$ cat config.mk
export PLATFORM = sky130hd
export DESIGN_NAME = differential_drive_odometry
export DESIGN_NICKNAME = d
export VERILOG_FILES = /design/src/hdl/ddo_pkg.sv /design/src/hdl/ddo_mul.sv /design/src/hdl/ddo_cordic.sv /design/src/hdl/differential_drive_odometry.sv
export SDC_FILE = /design/constraint.sdc
export NUM_CORES = 2
export LEC_CHECK = 0
export ABC_CLOCK_PERIOD_IN_PS = 8300
export BUFFER_PORTS_ARGS = -buffer_cell sky130_fd_sc_hd__buf_4
export CAP_MARGIN = 10
export CORE_UTILIZATION = 59
export CTS_BUF_LIST = sky130_fd_sc_hd__clkbuf_8
export DETAILED_ROUTE_END_ITERATION = 12
export GPL_ROUTABILITY_DRIVEN = 0
export GPL_TIMING_DRIVEN = 0
export PLACE_DENSITY_LB_ADDON = 0.12
export SYNTH_ARGS = -nofsm -noshare
export SYNTH_HDL_FRONTEND = slang
export SYNTH_SLANG_ARGS = --single-unit
$ cat constraint.sdc
create_clock -name clk -period 8.3 [get_ports clk]
set_input_delay 2.49 -clock clk [delete_from_list [all_inputs] [get_ports clk]]
set_output_delay 2.49 -clock clk [all_outputs]
set_load 0.05 [all_outputs]
$ cat src/hdl/ddo_pkg.sv
`timescale 1ns / 1ps
`default_nettype none
package ddo_pkg;

	localparam int CNT_W  = 32;
	localparam int CFG_W  = 24;
	localparam int POS_W  = 32;
	localparam int HDG_W  = 26;
	localparam int ANG_W  = 35;
	localparam int CXY_W  = 34;
	localparam int MUL_WA = 33;
	localparam int MUL_WB = 34;
	localparam int MUL_WP = MUL_WA + MUL_WB + 1;
	localparam int WIDE_W = 42;
	localparam int REM_W  = 26;
	localparam int ATAN_N = 24;
	localparam int IDX_W  = 5;
	localparam int CORDIC_STEPS_DEF = 16;

	localparam logic [CFG_W-1:0] CPT_RST = 24'd1391146;
	localparam logic [CFG_W-1:0] DPC_RST = 24'd166886;

	localparam logic signed [CXY_W-1:0] CORDIC_GAIN = 34'sd652032874;
	localparam logic signed [ANG_W-1:0] DEG90  = 35'sd1509949440;
	localparam logic signed [ANG_W-1:0] DEG180 = 35'sd3019898880;
	localparam logic signed [ANG_W-1:0] DEG360 = 35'sd6039797760;
	localparam logic [REM_W-1:0] FULL_TURN = 26'd23592960;

	typedef enum logic {
		REG_CPT = 1'b0,
		REG_DPC = 1'b1
	} reg_idx_t;

	// arctangent of 2^-i in Q.24 degrees
	function automatic logic signed [ANG_W-1:0] atan_deg(input logic [IDX_W-1:0] i);
		logic signed [ANG_W-1:0] r;
		case (i)
			5'd0:  r = 35'sd754974720;
			5'd1:  r = 35'sd445687602;
			5'd2:  r = 35'sd235489088;
			5'd3:  r = 35'sd119537938;
			5'd4:  r = 35'sd60000934;
			5'd5:  r = 35'sd30029717;
			5'd6:  r = 35'sd15018523;
			5'd7:  r = 35'sd7509720;
			5'd8:  r = 35'sd3754917;
			5'd9:  r = 35'sd1877466;
			5'd10: r = 35'sd938734;
			5'd11: r = 35'sd469367;
			5'd12: r = 35'sd234684;
			5'd13: r = 35'sd117342;
			5'd14: r = 35'sd58671;
			5'd15: r = 35'sd29335;
			5'd16: r = 35'sd14668;
			5'd17: r = 35'sd7334;
			5'd18: r = 35'sd3667;
			5'd19: r = 35'sd1833;
			5'd20: r = 35'sd917;
			5'd21: r = 35'sd458;
			5'd22: r = 35'sd229;
			5'd23: r = 35'sd115;
			default: r = '0;
		endcase
		return r;
	endfunction

	function automatic logic signed [POS_W-1:0] sat32(input logic signed [MUL_WP-1:0] v);
		logic signed [POS_W-1:0] r;
		if (v > 68'sd2147483647) begin
			r = 32'sh7fffffff;
		end else if (v < -68'sd2147483648) begin
			r = 32'sh80000000;
		end else begin
			r = v[POS_W-1:0];
		end
		return r;
	endfunction

endpackage
`default_nettype wire

$ cat src/hdl/ddo_mul.sv
`timescale 1ns / 1ps
`default_nettype none
module ddo_mul import ddo_pkg::*; #(
	parameter int WA = MUL_WA,
	parameter int WB = MUL_WB
) (
	input  wire                     clk,
	input  wire                     arst_n,
	input  wire                     start,
	input  wire  signed [WA-1:0]    a,
	input  wire  signed [WB-1:0]    b,
	output logic                    done,
	output logic signed [WA+WB:0]   p
);

	localparam int CW = $clog2(WB);

	logic signed [WA:0]   hi_q;
	logic [WB-1:0]        lo_q;
	logic signed [WA-1:0] a_q;
	logic [CW-1:0]        cnt_q;
	logic                 busy_q;
	logic                 done_q;
	logic signed [WA+1:0] addend;
	logic signed [WA+1:0] sum;
	logic                 last;

	assign last = (cnt_q == CW'(WB - 1));

	// one multiplier bit a cycle, the sign bit of b weighs negative
	always_comb begin
		addend = '0;
		if (lo_q[0]) begin
			addend = last ? -(WA+2)'(a_q) : (WA+2)'(a_q);
		end
		sum = (WA+2)'(hi_q) + addend;
	end

	always_ff @(posedge clk or negedge arst_n) begin
		if (!arst_n) begin
			busy_q <= 1'b0;
			done_q <= 1'b0;
			cnt_q  <= '0;
		end else begin
			done_q <= busy_q && !start && last;
			if (start) begin
				busy_q <= 1'b1;
				cnt_q  <= '0;
			end else if (busy_q) begin
				cnt_q <= cnt_q + 1'b1;
				if (last) begin
					busy_q <= 1'b0;
				end
			end
		end
	end

	always_ff @(posedge clk) begin
		if (start) begin
			hi_q <= '0;
			lo_q <= b;
			a_q  <= a;
		end else if (busy_q) begin
			hi_q <= sum[WA+1:1];
			lo_q <= {sum[0], lo_q[WB-1:1]};
		end
	end

	assign done = done_q;
	assign p    = {hi_q, lo_q};

endmodule
`default_nettype wire

$ cat src/hdl/ddo_cordic.sv
`timescale 1ns / 1ps
`default_nettype none
module ddo_cordic import ddo_pkg::*; #(
	parameter int STEPS = CORDIC_STEPS_DEF
) (
	input  wire                       clk,
	input  wire                       arst_n,
	input  wire                       start,
	input  wire  signed [ANG_W-1:0]   angle,
	output logic signed [CXY_W-1:0]   cos_v,
	output logic signed [CXY_W-1:0]   sin_v
);

	localparam int NSTEP = (STEPS > ATAN_N) ? ATAN_N : STEPS;
	localparam logic [IDX_W-1:0] LAST = IDX_W'(NSTEP - 1);

	logic signed [ANG_W-1:0] a1, a2, a3, a4, z0;
	logic                    neg0;
	logic signed [CXY_W-1:0] x_q, y_q, xs, ys, xn, yn;
	logic signed [ANG_W-1:0] z_q, zn;
	logic [IDX_W-1:0]        cnt_q;
	logic                    run_q;
	logic                    neg_q;
	logic signed [CXY_W-1:0] cos_q, sin_q;

	// bring the angle to (-180,180], then fold into [-90,90]
	always_comb begin
		a1 = (angle > DEG180) ? angle - DEG360 : angle;
		a2 = (a1 > DEG180) ? a1 - DEG360 : a1;
		a3 = (a2 <= -DEG180) ? a2 + DEG360 : a2;
		a4 = (a3 <= -DEG180) ? a3 + DEG360 : a3;
		neg0 = 1'b0;
		z0 = a4;
		if (a4 > DEG90) begin
			z0 = a4 - DEG180;
			neg0 = 1'b1;
		end else if (a4 < -DEG90) begin
			z0 = a4 + DEG180;
			neg0 = 1'b1;
		end
	end

	always_comb begin
		xs = x_q >>> cnt_q;
		ys = y_q >>> cnt_q;
		if (!z_q[ANG_W-1]) begin
			xn = x_q - ys;
			yn = y_q + xs;
			zn = z_q - atan_deg(cnt_q);
		end else begin
			xn = x_q + ys;
			yn = y_q - xs;
			zn = z_q + atan_deg(cnt_q);
		end
	end

	always_ff @(posedge clk or negedge arst_n) begin
		if (!arst_n) begin
			run_q <= 1'b0;
			cnt_q <= '0;
		end else begin
			if (start) begin
				run_q <= 1'b1;
				cnt_q <= '0;
			end else if (run_q) begin
				cnt_q <= cnt_q + 1'b1;
				if (cnt_q == LAST) begin
					run_q <= 1'b0;
				end
			end
		end
	end

	always_ff @(posedge clk) begin
		if (start) begin
			x_q   <= CORDIC_GAIN;
			y_q   <= '0;
			z_q   <= z0;
			neg_q <= neg0;
		end else if (run_q) begin
			x_q <= xn;
			y_q <= yn;
			z_q <= zn;
			if (cnt_q == LAST) begin
				cos_q <= neg_q ? -xn : xn;
				sin_q <= neg_q ? -yn : yn;
			end
		end
	end

	assign cos_v = cos_q;
	assign sin_v = sin_q;

endmodule
`default_nettype wire

$ cat src/hdl/differential_drive_odometry.sv
`timescale 1ns / 1ps
`default_nettype none
// Dead-reckoning odometry for a differential drive. Each input transaction carries absolute
// left and right encoder counts; one result transaction follows with the updated x and y
// position (Q16.16 cm, saturating) and heading (Q10.16 degrees, in (-360,360)). An accepted
// transaction goes through three passes of the bit-serial multipliers (two multipliers in
// parallel, CORDIC running alongside the first pass), a restoring modulo-360 reduction of
// the heading and, once the output is free, the load of the output register; then the next
// transaction can be taken.
// The next item is taken once the update is done, while the previous result may still wait
// at the output register.
module differential_drive_odometry import ddo_pkg::*; #(
	parameter int CORDIC_STEPS = CORDIC_STEPS_DEF
) (
	input  wire                     clk,
	input  wire                     arst_n,
	input  wire                     psel,
	input  wire                     penable,
	input  wire                     pwrite,
	input  wire  [2:0]              paddr,
	input  wire  [31:0]             pwdata,
	output logic [31:0]             prdata,
	output logic                    pready,
	input  wire                     in_valid,
	output logic                    in_stall,
	input  wire  signed [CNT_W-1:0] left_count,
	input  wire  signed [CNT_W-1:0] right_count,
	output logic                    out_valid,
	input  wire                     out_stall,
	output logic signed [POS_W-1:0] pos_x,
	output logic signed [POS_W-1:0] pos_y,
	output logic signed [HDG_W-1:0] heading
);

	typedef enum logic [2:0] {
		S_IDLE,
		S_MUL1,
		S_MUL2,
		S_MUL3,
		S_DIV,
		S_FIN
	} state_t;

	localparam logic [5:0] DIV_LAST = 6'(WIDE_W - 1);

	state_t                  state_q;
	logic [CFG_W-1:0]        cpt_q, dpc_q;
	logic [CNT_W-1:0]        last_left_q, last_right_q;
	logic signed [HDG_W-1:0] heading_q;
	logic signed [POS_W-1:0] x_q, y_q;
	logic signed [MUL_WA-1:0] sum_q, dif_q;
	logic signed [POS_W-1:0] mean_q, diff_q;
	logic [WIDE_W-1:0]       mag_q;
	logic [REM_W-1:0]        rem_q;
	logic                    neg_q;
	logic [5:0]              cnt_q;
	logic                    go_q;
	logic                    out_valid_q;
	logic signed [POS_W-1:0] pos_x_q, pos_y_q;
	logic signed [HDG_W-1:0] heading_out_q;

	logic                    accept, cfg_wr;
	logic signed [CNT_W-1:0] dl, dr;
	logic signed [ANG_W-1:0] angle;
	logic signed [CXY_W-1:0] cos_v, sin_v;
	logic signed [MUL_WA-1:0] a0, a1;
	logic signed [MUL_WB-1:0] b0, b1;
	logic signed [MUL_WP-1:0] p0, p1;
	logic                    done0, done1;
	logic signed [MUL_WP-1:0] rnd0, rnd1, wide_v;
	logic [REM_W:0]          r2;
	logic [REM_W-1:0]        rnext;
	logic                    out_free;

	assign pready = 1'b1;
	assign cfg_wr = psel && penable && pwrite;
	always_comb begin
		case (reg_idx_t'(paddr[2]))
			REG_CPT: prdata = 32'(cpt_q);
			REG_DPC: prdata = 32'(dpc_q);
			default: prdata = '0;
		endcase
	end

	assign in_stall = (state_q != S_IDLE);
	assign accept   = in_valid && !in_stall;
	assign out_free = !out_valid_q || !out_stall;

	assign dl = left_count - last_left_q;
	assign dr = right_count - last_right_q;
	assign angle = {{(ANG_W-HDG_W-8){heading_q[HDG_W-1]}}, heading_q, 8'd0};

	// operands follow the pass the multipliers are started for
	always_comb begin
		case (state_q)
			S_MUL1: begin
				a0 = sum_q;
				b0 = MUL_WB'(cpt_q);
				a1 = dif_q;
				b1 = MUL_WB'(cpt_q);
			end
			S_MUL2: begin
				a0 = MUL_WA'(mean_q);
				b0 = cos_v;
				a1 = MUL_WA'(mean_q);
				b1 = sin_v;
			end
			default: begin
				a0 = MUL_WA'(diff_q);
				b0 = MUL_WB'(dpc_q);
				a1 = '0;
				b1 = '0;
			end
		endcase
	end

	ddo_mul #(.WA(MUL_WA), .WB(MUL_WB)) u_mul0 (
		.clk(clk), .arst_n(arst_n), .start(go_q), .a(a0), .b(b0), .done(done0), .p(p0)
	);

	ddo_mul #(.WA(MUL_WA), .WB(MUL_WB)) u_mul1 (
		.clk(clk), .arst_n(arst_n), .start(go_q), .a(a1), .b(b1), .done(done1), .p(p1)
	);

	ddo_cordic #(.STEPS(CORDIC_STEPS)) u_cordic (
		.clk(clk), .arst_n(arst_n), .start(accept), .angle(angle),
		.cos_v(cos_v), .sin_v(sin_v)
	);

	always_comb begin
		rnd0 = '0;
		rnd1 = '0;
		case (state_q)
			S_MUL1: begin
				rnd0 = (p0 + 68'sd256) >>> 9;
				rnd1 = (p1 + 68'sd128) >>> 8;
			end
			S_MUL2: begin
				rnd0 = MUL_WP'(x_q) + ((p0 + 68'sd536870912) >>> 30);
				rnd1 = MUL_WP'(y_q) + ((p1 + 68'sd536870912) >>> 30);
			end
			default: begin
				rnd0 = (p0 + 68'sd32768) >>> 16;
			end
		endcase
		wide_v = MUL_WP'(heading_q) + rnd0;
		// restoring remainder step on the magnitude
		r2 = {rem_q, mag_q[WIDE_W-1]};
		rnext = (r2 >= (REM_W+1)'(FULL_TURN)) ? REM_W'(r2 - (REM_W+1)'(FULL_TURN))
			: r2[REM_W-1:0];
	end

	always_ff @(posedge clk or negedge arst_n) begin
		if (!arst_n) begin
			state_q      <= S_IDLE;
			cpt_q        <= CPT_RST;
			dpc_q        <= DPC_RST;
			last_left_q  <= '0;
			last_right_q <= '0;
			heading_q    <= '0;
			x_q          <= '0;
			y_q          <= '0;
			go_q         <= 1'b0;
			cnt_q        <= '0;
			out_valid_q  <= 1'b0;
		end else begin
			go_q <= ((state_q == S_IDLE) && accept) ||
				(((state_q == S_MUL1) || (state_q == S_MUL2)) && done0 && done1);
			if (cfg_wr) begin
				case (reg_idx_t'(paddr[2]))
					REG_CPT: cpt_q <= pwdata[CFG_W-1:0];
					REG_DPC: dpc_q <= pwdata[CFG_W-1:0];
					default: ;
				endcase
			end
			if (out_valid_q && !out_stall && (state_q != S_FIN)) begin
				out_valid_q <= 1'b0;
			end
			case (state_q)
				S_IDLE: begin
					if (accept) begin
						last_left_q  <= left_count;
						last_right_q <= right_count;
						sum_q   <= MUL_WA'(dl) + MUL_WA'(dr);
						dif_q   <= MUL_WA'(dl) - MUL_WA'(dr);
						state_q <= S_MUL1;
					end
				end
				S_MUL1: begin
					if (done0 && done1) begin
						mean_q  <= sat32(rnd0);
						diff_q  <= sat32(rnd1);
						state_q <= S_MUL2;
					end
				end
				S_MUL2: begin
					if (done0 && done1) begin
						x_q     <= sat32(rnd0);
						y_q     <= sat32(rnd1);
						state_q <= S_MUL3;
					end
				end
				S_MUL3: begin
					if (done0) begin
						neg_q   <= wide_v[MUL_WP-1];
						mag_q   <= wide_v[MUL_WP-1] ? WIDE_W'(-wide_v) : WIDE_W'(wide_v);
						rem_q   <= '0;
						cnt_q   <= '0;
						state_q <= S_DIV;
					end
				end
				S_DIV: begin
					rem_q <= rnext;
					mag_q <= {mag_q[WIDE_W-2:0], 1'b0};
					cnt_q <= cnt_q + 1'b1;
					if (cnt_q == DIV_LAST) begin
						heading_q <= neg_q ? -HDG_W'(rnext) : HDG_W'(rnext);
						state_q   <= S_FIN;
					end
				end
				S_FIN: begin
					if (out_free) begin
						pos_x_q       <= x_q;
						pos_y_q       <= y_q;
						heading_out_q <= heading_q;
						out_valid_q   <= 1'b1;
						state_q       <= S_IDLE;
					end
				end
				default: state_q <= S_IDLE;
			endcase
		end
	end

	assign out_valid = out_valid_q;
	assign pos_x     = pos_x_q;
	assign pos_y     = pos_y_q;
	assign heading   = heading_out_q;

endmodule
`default_nettype wire

== After elaboration in Yosys (flattened, before gate mapping) ==
Memory sizes are Yosys's and may differ from the RTL's.
Cells that the tools add are included.

* $add $sub $neg: 37
* Order comparisons: 11
* Equality and inequality tests: 16
* Shifts and indexed selects: 2
* Muxes and demuxes: 69
* Bitwise operators: 2
* Reductions and logical operators: 39

{| class="wikitable"
|+ Operator list
! kind !! number
|-
| 2-to-1 mux 35 bit || 15
|-
| 2-to-1 mux 34 bit || 8
|-
| one-hot mux 68 bit (2 select lines) || 2
|-
| adder 68 x 31 -> 68 bit, second input constant || 2
|-
| > comparator 68 x 32 -> 1 bit, second input constant || 2
|-
| < comparator 68 x 32 -> 1 bit, second input constant || 2
|-
| one-hot mux 34 bit (2 select lines) || 2
|-
| one-hot mux 33 bit (2 select lines) || 2
|-
| 2-to-1 mux 32 bit || 4
|-
| 2-to-1 mux 42 bit || 2
|-
| one-hot mux 42 bit (2 select lines) || 1
|-
| adder 32 x 38 -> 39 bit || 2
|-
| 2-to-1 mux 26 bit || 3
|-
| adder 34 x 35 -> 35 bit || 2
|-
| adder 35 x 34 -> 35 bit, second input constant || 2
|-
| less-or-equal comparator 35 x 33 -> 1 bit, second input constant || 2
|-
| negation 33 -> 35 bit || 2
|-
| adder 26 x 68 -> 68 bit || 1
|-
| adder 34 bit || 2
|-
| adder 68 x 10 -> 68 bit, second input constant || 1
|-
| adder 68 x 17 -> 68 bit, second input constant || 1
|-
| adder 68 x 9 -> 68 bit, second input constant || 1
|-
| negation 34 bit || 2
|-
| >>> shifter 34 x 5 -> 34 bit || 2
|-
| 46 further kinds || 111
|}

* Register bits after elaboration: 898
* ROM bits: 1920
* Input port bits: 106
* Output and inout port bits: 125
* Word-level logic and storage cells: 219
* Memories kept: 2

{| class="wikitable"
|+ Memories
! memory !! depth !! bits a word !! read ports !! clocked after memory_dff !! wr ports !! line !! text
|-
| (name not given) || 32 || 30 || 1 || 0 || 0 || ddo_pkg.sv:37 || <nowiki>case (i)</nowiki>
|-
| (name not given) || 32 || 30 || 1 || 0 || 0 || ddo_pkg.sv:37 ||
|}

== Depth between registers and ports, before layout ==
* Depth in word-level cells: 12
* Depth in mapped cells: 38
* Gate-level depth less buffers: 37

== Cells and area by module ==
From an unflattened synthesis, not the netlist that was laid out.

* Cells, all modules: 8551
* Area, all modules: 75386.1 sq um

{| class="wikitable"
|+ Modules (own cells, without submodules)
! module !! instances !! cells each !! area each (sq um) !! sequential area each (sq um)
|-
| differential_drive_odometry || 1 || 4723 || 41224.5 || 14003.4
|-
| ddo_cordic || 1 || 2457 || 20487.1 || 4634.4
|-
| ddo_mul at u_mul1 || 1 || 686 || 6839.1 || 2892.8
|-
| ddo_mul at u_mul0 || 1 || 685 || 6835.3 || 2892.8
|}

== Least setup slack after synthesis ==
Ideal clock, no wire load.

* Path type: reg-to-reg
* Start: register u_cordic.cnt_q[1]
* End: register u_cordic.sin_q[33], in the netlist u_cordic.sin_v[33] (data pin)
* Library setup time: 274 ps
* Arrival: 7555 ps
* Required time: 8026 ps
* Setup slack: 471 ps
* Cell stages (with the launch flop): 33
* Buffers on the path: 5
* Clock period less this slack: 7829 ps
* Path through: dfrtp_1 -> clkbuf_1 -> buf_1 -> clkbuf_1 -> clkbuf_1 -> buf_1 -> mux4_2 -> nand2_1 -> a21oi_1 -> a21oi_1 -> mux2_2 -> ha_1 -> nor2_1 -> a21oi_1 -> inv_1 -> ha_1 -> nor2b_1 -> o21ai_0 -> a21oi_1 -> o21ai_0 -> a22oi_1 -> o21bai_1 -> o211ai_1 -> a211oi_1 -> o21ai_0 -> a2111oi_0 -> o31a_1 -> o311ai_0 -> or3_1 -> or2_2 -> or3_1 -> o41ai_1 -> xor2_1

* Longest elaborated chain between the ends: 5
* Elaborated cells on any way between the ends: 6
* Classes of those cells: add/sub (3); shift (1); mux (2)

{| class="wikitable"
|+ Ends and longest elaborated chain
! element !! line !! text
|-
| start, declared || ddo_cordic.sv:21 || <nowiki>logic [IDX_W-1:0] cnt_q;</nowiki>
|-
| start signal, assigned || ddo_cordic.sv:66 || <nowiki>cnt_q <= cnt_q + 1'b1;</nowiki>
|-
| >>> shifter 34 x 5 -> 34 bit (*) || ddo_cordic.sv:44 || <nowiki>xs = x_q >>> cnt_q;</nowiki>
|-
| adder 34 bit or subtractor 34 bit (tied branches) || ddo_cordic.sv:48, ddo_cordic.sv:52 ||
|-
| 2-to-1 mux 34 bit (*) || ddo_cordic.sv:46 || <nowiki>if (!z_q[ANG_W-1]) begin</nowiki>
|-
| negation 34 bit || ddo_cordic.sv:86 || <nowiki>sin_q <= neg_q ? -yn : yn;</nowiki>
|-
| 2-to-1 mux 34 bit (*) || ddo_cordic.sv:86 ||
|-
| end signal, assigned || ddo_cordic.sv:86 ||
|-
| end, declared || ddo_cordic.sv:24 || <nowiki>logic signed [CXY_W-1:0] cos_q, sin_q;</nowiki>
|}

Every way passes the cells marked *; elsewhere a longest branch is shown, timed or not.
A chain may end at the register's enable or synchronous reset.

== Final worst setup path ==
* Start: register u_mul0.lo_q[31]
* End: register x_q[26]

* Longest elaborated chain between the ends: 6
* Elaborated cells on any way between the ends: 9
* Classes of those cells: add/sub (4); order compare (2); mux (3)

{| class="wikitable"
|+ Ends and longest elaborated chain
! element !! line !! text
|-
| start, declared || ddo_mul.sv:19 || <nowiki>logic [WB-1:0] lo_q;</nowiki>
|-
| start signal, assigned || ddo_mul.sv:65 || <nowiki>lo_q <= {sum[0], lo_q[WB-1:1]};</nowiki>
|-
| adder 68 x 31 -> 68 bit || differential_drive_odometry.sv:139 || <nowiki>rnd0 = MUL_WP'(x_q) + ((p0 + 68'sd536870912) >>> 30);</nowiki>
|-
| adder 32 x 38 -> 39 bit || differential_drive_odometry.sv:139 ||
|-
| one-hot mux 68 bit (2 select lines) (*) || differential_drive_odometry.sv:133 || <nowiki>case (state_q)</nowiki>
|-
| < comparator 68 x 32 -> 1 bit || ddo_pkg.sv:71 || <nowiki>end else if (v < -68'sd2147483648) begin</nowiki>
|-
| 2-to-1 mux 32 bit || ddo_pkg.sv:71 ||
|-
| 2-to-1 mux 32 bit (*) || n/a ||
|-
| end signal, assigned || differential_drive_odometry.sv:198 || <nowiki>x_q <= sat32(rnd0);</nowiki>
|-
| end, declared || differential_drive_odometry.sv:50 || <nowiki>logic signed [POS_W-1:0] x_q, y_q;</nowiki>
|}

Marked as above.

==> results.json <==
{
  "status": "completed",
  "worstSetupEndpointType": "flop",
  "min_path_type": "reg2reg",
  "die_w_um": 349,
  "num_vias": 65800,
  "fmax_ghz": 0.124,
  "crit_path_end": "x_q[26]",
  "grt_pass1_wl_mm": 357,
  "antenna_found_initial": 15,
  "clock-sinks": 897,
  "maxCapViolCount": 0,
  "core_um2": 119000,
  "maxSlewViolCount": 0,
  "syn_inst": 8137,
  "cts_buffer_depth": 3,
  "reg2regPathDepth": 27,
  "htree_levels": 4,
  "cp_slowest_cell": "o21ai_0",
  "ys.flop_type": "edfxtp_1",
  "rsz0062_at_grt": "yes",
  "startpoint_type": "flop",
  "final.min_clock_period_ns": 8.08,
  "start_util_pct": 59.8,
  "ys_types": 122,
  "regToRegSetupSlack_ns": 0.22,
  "nets": 9132,
  "pin_count": 231,
  "synth.avg_cell_area_um2": 8.71,
  "drt_iter0_markers": 8545,
  "slew_headroom_pct": 6.26,
  "syn-cell-area_um2": 70900,
  "drtAntennaViolNets": 0,
  "rr_endpoint": "x_q[26]",
  "die_h_um": 349,
  "grt_pass1_vias": 60400,
  "grt_max_degree": 95,
  "ys_top_cells_by_area": "edfxtp_1 22%, ha_1 8.3%, dfrtp_1 7.6%",
  "fillCellCount": 9913,
  "ys_warn_count": 0,
  "drc_errors": 0,
  "skew_ns": 0.0693,
  "crit_type": "reg2reg",
  "via_per_inst": 6.39,
  "grt_usage_pct": 38.4,
  "worstPathArrival_ns": 8.92,
  "r2r-start": "u_mul0.lo_q[31]",
  "ys_ff_latch": 897,
  "critPathRequiredTime_ns": 9.13,
  "cts-root-buf": "clkbuf_8",
  "cts_hold_buf": 0,
  "finalCritPeriodShare_pct": 97.4,
  "dr.pass1.iters": 8,
  "die_area_um2": 121000,
  "cp-startpoint": "u_mul0.lo_q[31]",
  "wire_per_inst_um": 23.3,
  "synthArstFlopShare_pct": 26.2,
  "synth_top_area_share_pct": 22.3,
  "final_layout_size_suffix_gt1_share_pct": 11.2,
  "cts_tree": "yes",
  "yosysTopAreaCell": "edfxtp_1",
  "grt_overflow": 0,
  "crit_path_max_fanout": 10,
  "finalHoldViolCount": 0,
  "num_rows": 126,
  "worst_pin_slew_ns": 1.39,
  "fin_tns_setup_ns": 0,
  "cts_made_buffers": 159,
  "final-setup-viol-count": 0,
  "area.growth.synth_to_final_pct": 11.4,
  "synth_edf_count": 526,
  "port_buffers": 210,
  "clk_pin_slew_ns": 0.07,
  "synth-seq-area-share_pct": 34.5,
  "finalWirelength_mm": 240,
  "insertion_delay_ns": 0.95,
  "critPathMaxStageDelay_ns": 1.02,
  "dp_hpwl_mm": 187
}
state kept, by name, indices dropped and copies added, names as in the netlist, 33 cells and up:
register        cells
mag_q              42
u_mul0.hi_q        34
u_mul0.lo_q        34
u_mul1.a_q         33
u_cordic.z_q       35
u_cordic.x_q       34
u_mul0.a_q         33
sum_q              33
u_cordic.cos_v     34
u_cordic.y_q       34
u_mul1.hi_q        34
u_mul1.lo_q        34
u_cordic.sin_v     34
cells in the final DEF, fill, tap and decap left out, types with 139 or more instances in the layout:
cell type    n
nand3_1    175
inv_1      415
mux2i_1    139
nand2_1    828
clkbuf_8   172
buf_4      247
o21ai_0    489
xor2_1     307
mux2_2     141
dfrtp_1    210
edfxtp_1   526
nor2_1     808
a21oi_1    557
and2_1     152
clkbuf_1   263
xnor2_1    567
ha_1       468
nor3_1     162
per-stage QoR:
step           std cells  hold slack (ns)  util [%]  worst slack (ns)  area, um2
2_1_floorplan       8144            0.448         -             0.471      70900
3_3_place_gp        9954            0.470      62.8             -5.57      74500
3_5_place_dp        9970            0.473      63.1             -2.10      74800
4_1_cts            10300            0.490      66.0           -0.0937      78300
5_1_grt            10300            0.498      66.6           -0.0769      78900
6_report           10300            0.486      66.6             0.216      78900
metal layers:
metal / vias to the layer above / track usage, % / wire, um
li1: 30000 / - / -
met1: 31000 / 50.4 / 95500
met2: 3847 / 56.8 / 100000
met3: 866 / 11.7 / 29400
met4: 18 / 20.5 / 14600
met5: - / 0 / 153
Yosys cell counts (all sizes together) (38+ instances only):
master	number
nand2	831
a31oi	110
a22oi	103
xnor2	578
dfrtp	215
ha	469
nor4	38
o211ai	45
o31ai	67
mux2	142
nand3	179
nor2b	81
nor2	821
inv	370
nand4	62
a21boi	38
a21o	109
o21a	86
nor3	166
a21oi	571
and2	153
edfxtp	526
xor2	307
and3	86
mux2i	144
nand2b	81
o21bai	40
clkbuf	325
buf	79
o22ai	58
o21ai	530
dfxtp	136
or2	49
a211oi	53
or3	83
layout make-up:
type,instances,area [um2],area share [%]
antenna,10,25.0,0.0317
buffer,395,1730,2.19
clock buffer,172,2370,3.00
clock inverter,120,831,1.05
inverter,371,1400,1.77
multi-input combinational,6472,44100,55.9
sequential,897,24400,31.0
tap,1600,2000,2.54
timing repair buffer,249,2060,2.60
what timing repair did:
action,CTS,global route
buffers inserted,1,20
pin swaps,1,19
resized for setup,100,191
endpoints found under the setup margin,107,89
critical path, delay by kind of cell (launching register included):
family,cells,cell delay [ns]
flip-flops,1,0.41
AND/OR/NAND/NOR,12,2.87
multiplexers,1,0.32
AO/OA/AOI/OAI,9,3.03
buffers and inverters,3,0.77
adder cells (fa/ha/maj),1,0.30
XOR/XNOR,1,0.28
how the worst min path moves through the flow:
stage                          startpoint              end  slack [ns]  cells past startpoint
after global placement    last_right_q[0]  last_right_q[0]        0.47                      2
after CTS                         x_q[21]        pos_x[21]        0.49                      0
after global routing              y_q[10]        pos_y[10]        0.50                      0
final                             y_q[10]        pos_y[10]        0.49                      0
after floorplan                    x_q[0]         pos_x[0]        0.45                      0
after detailed placement          x_q[21]        pos_x[21]        0.47                      0
cell families (layout without fill, tap and decap cells):
kind of cell             count (synthesis)  after routing  synth area share (%)
multiplexers                           322            322                  5.44
buffers and inverters                  775           1307                  4.20
other                                    2             19                0.0106
AND/OR/NAND/NOR                       2728           2728                  18.0
adder cells (fa/ha/maj)                481            481                  8.62
XOR/XNOR                               885            885                  11.0
AO/OA/AOI/OAI                         2047           2047                  18.2
flip-flops                             897            897                  34.5
Power is not shown: default switching activity piles up to over one toggle a cycle in this logic, so the estimate is an artifact.
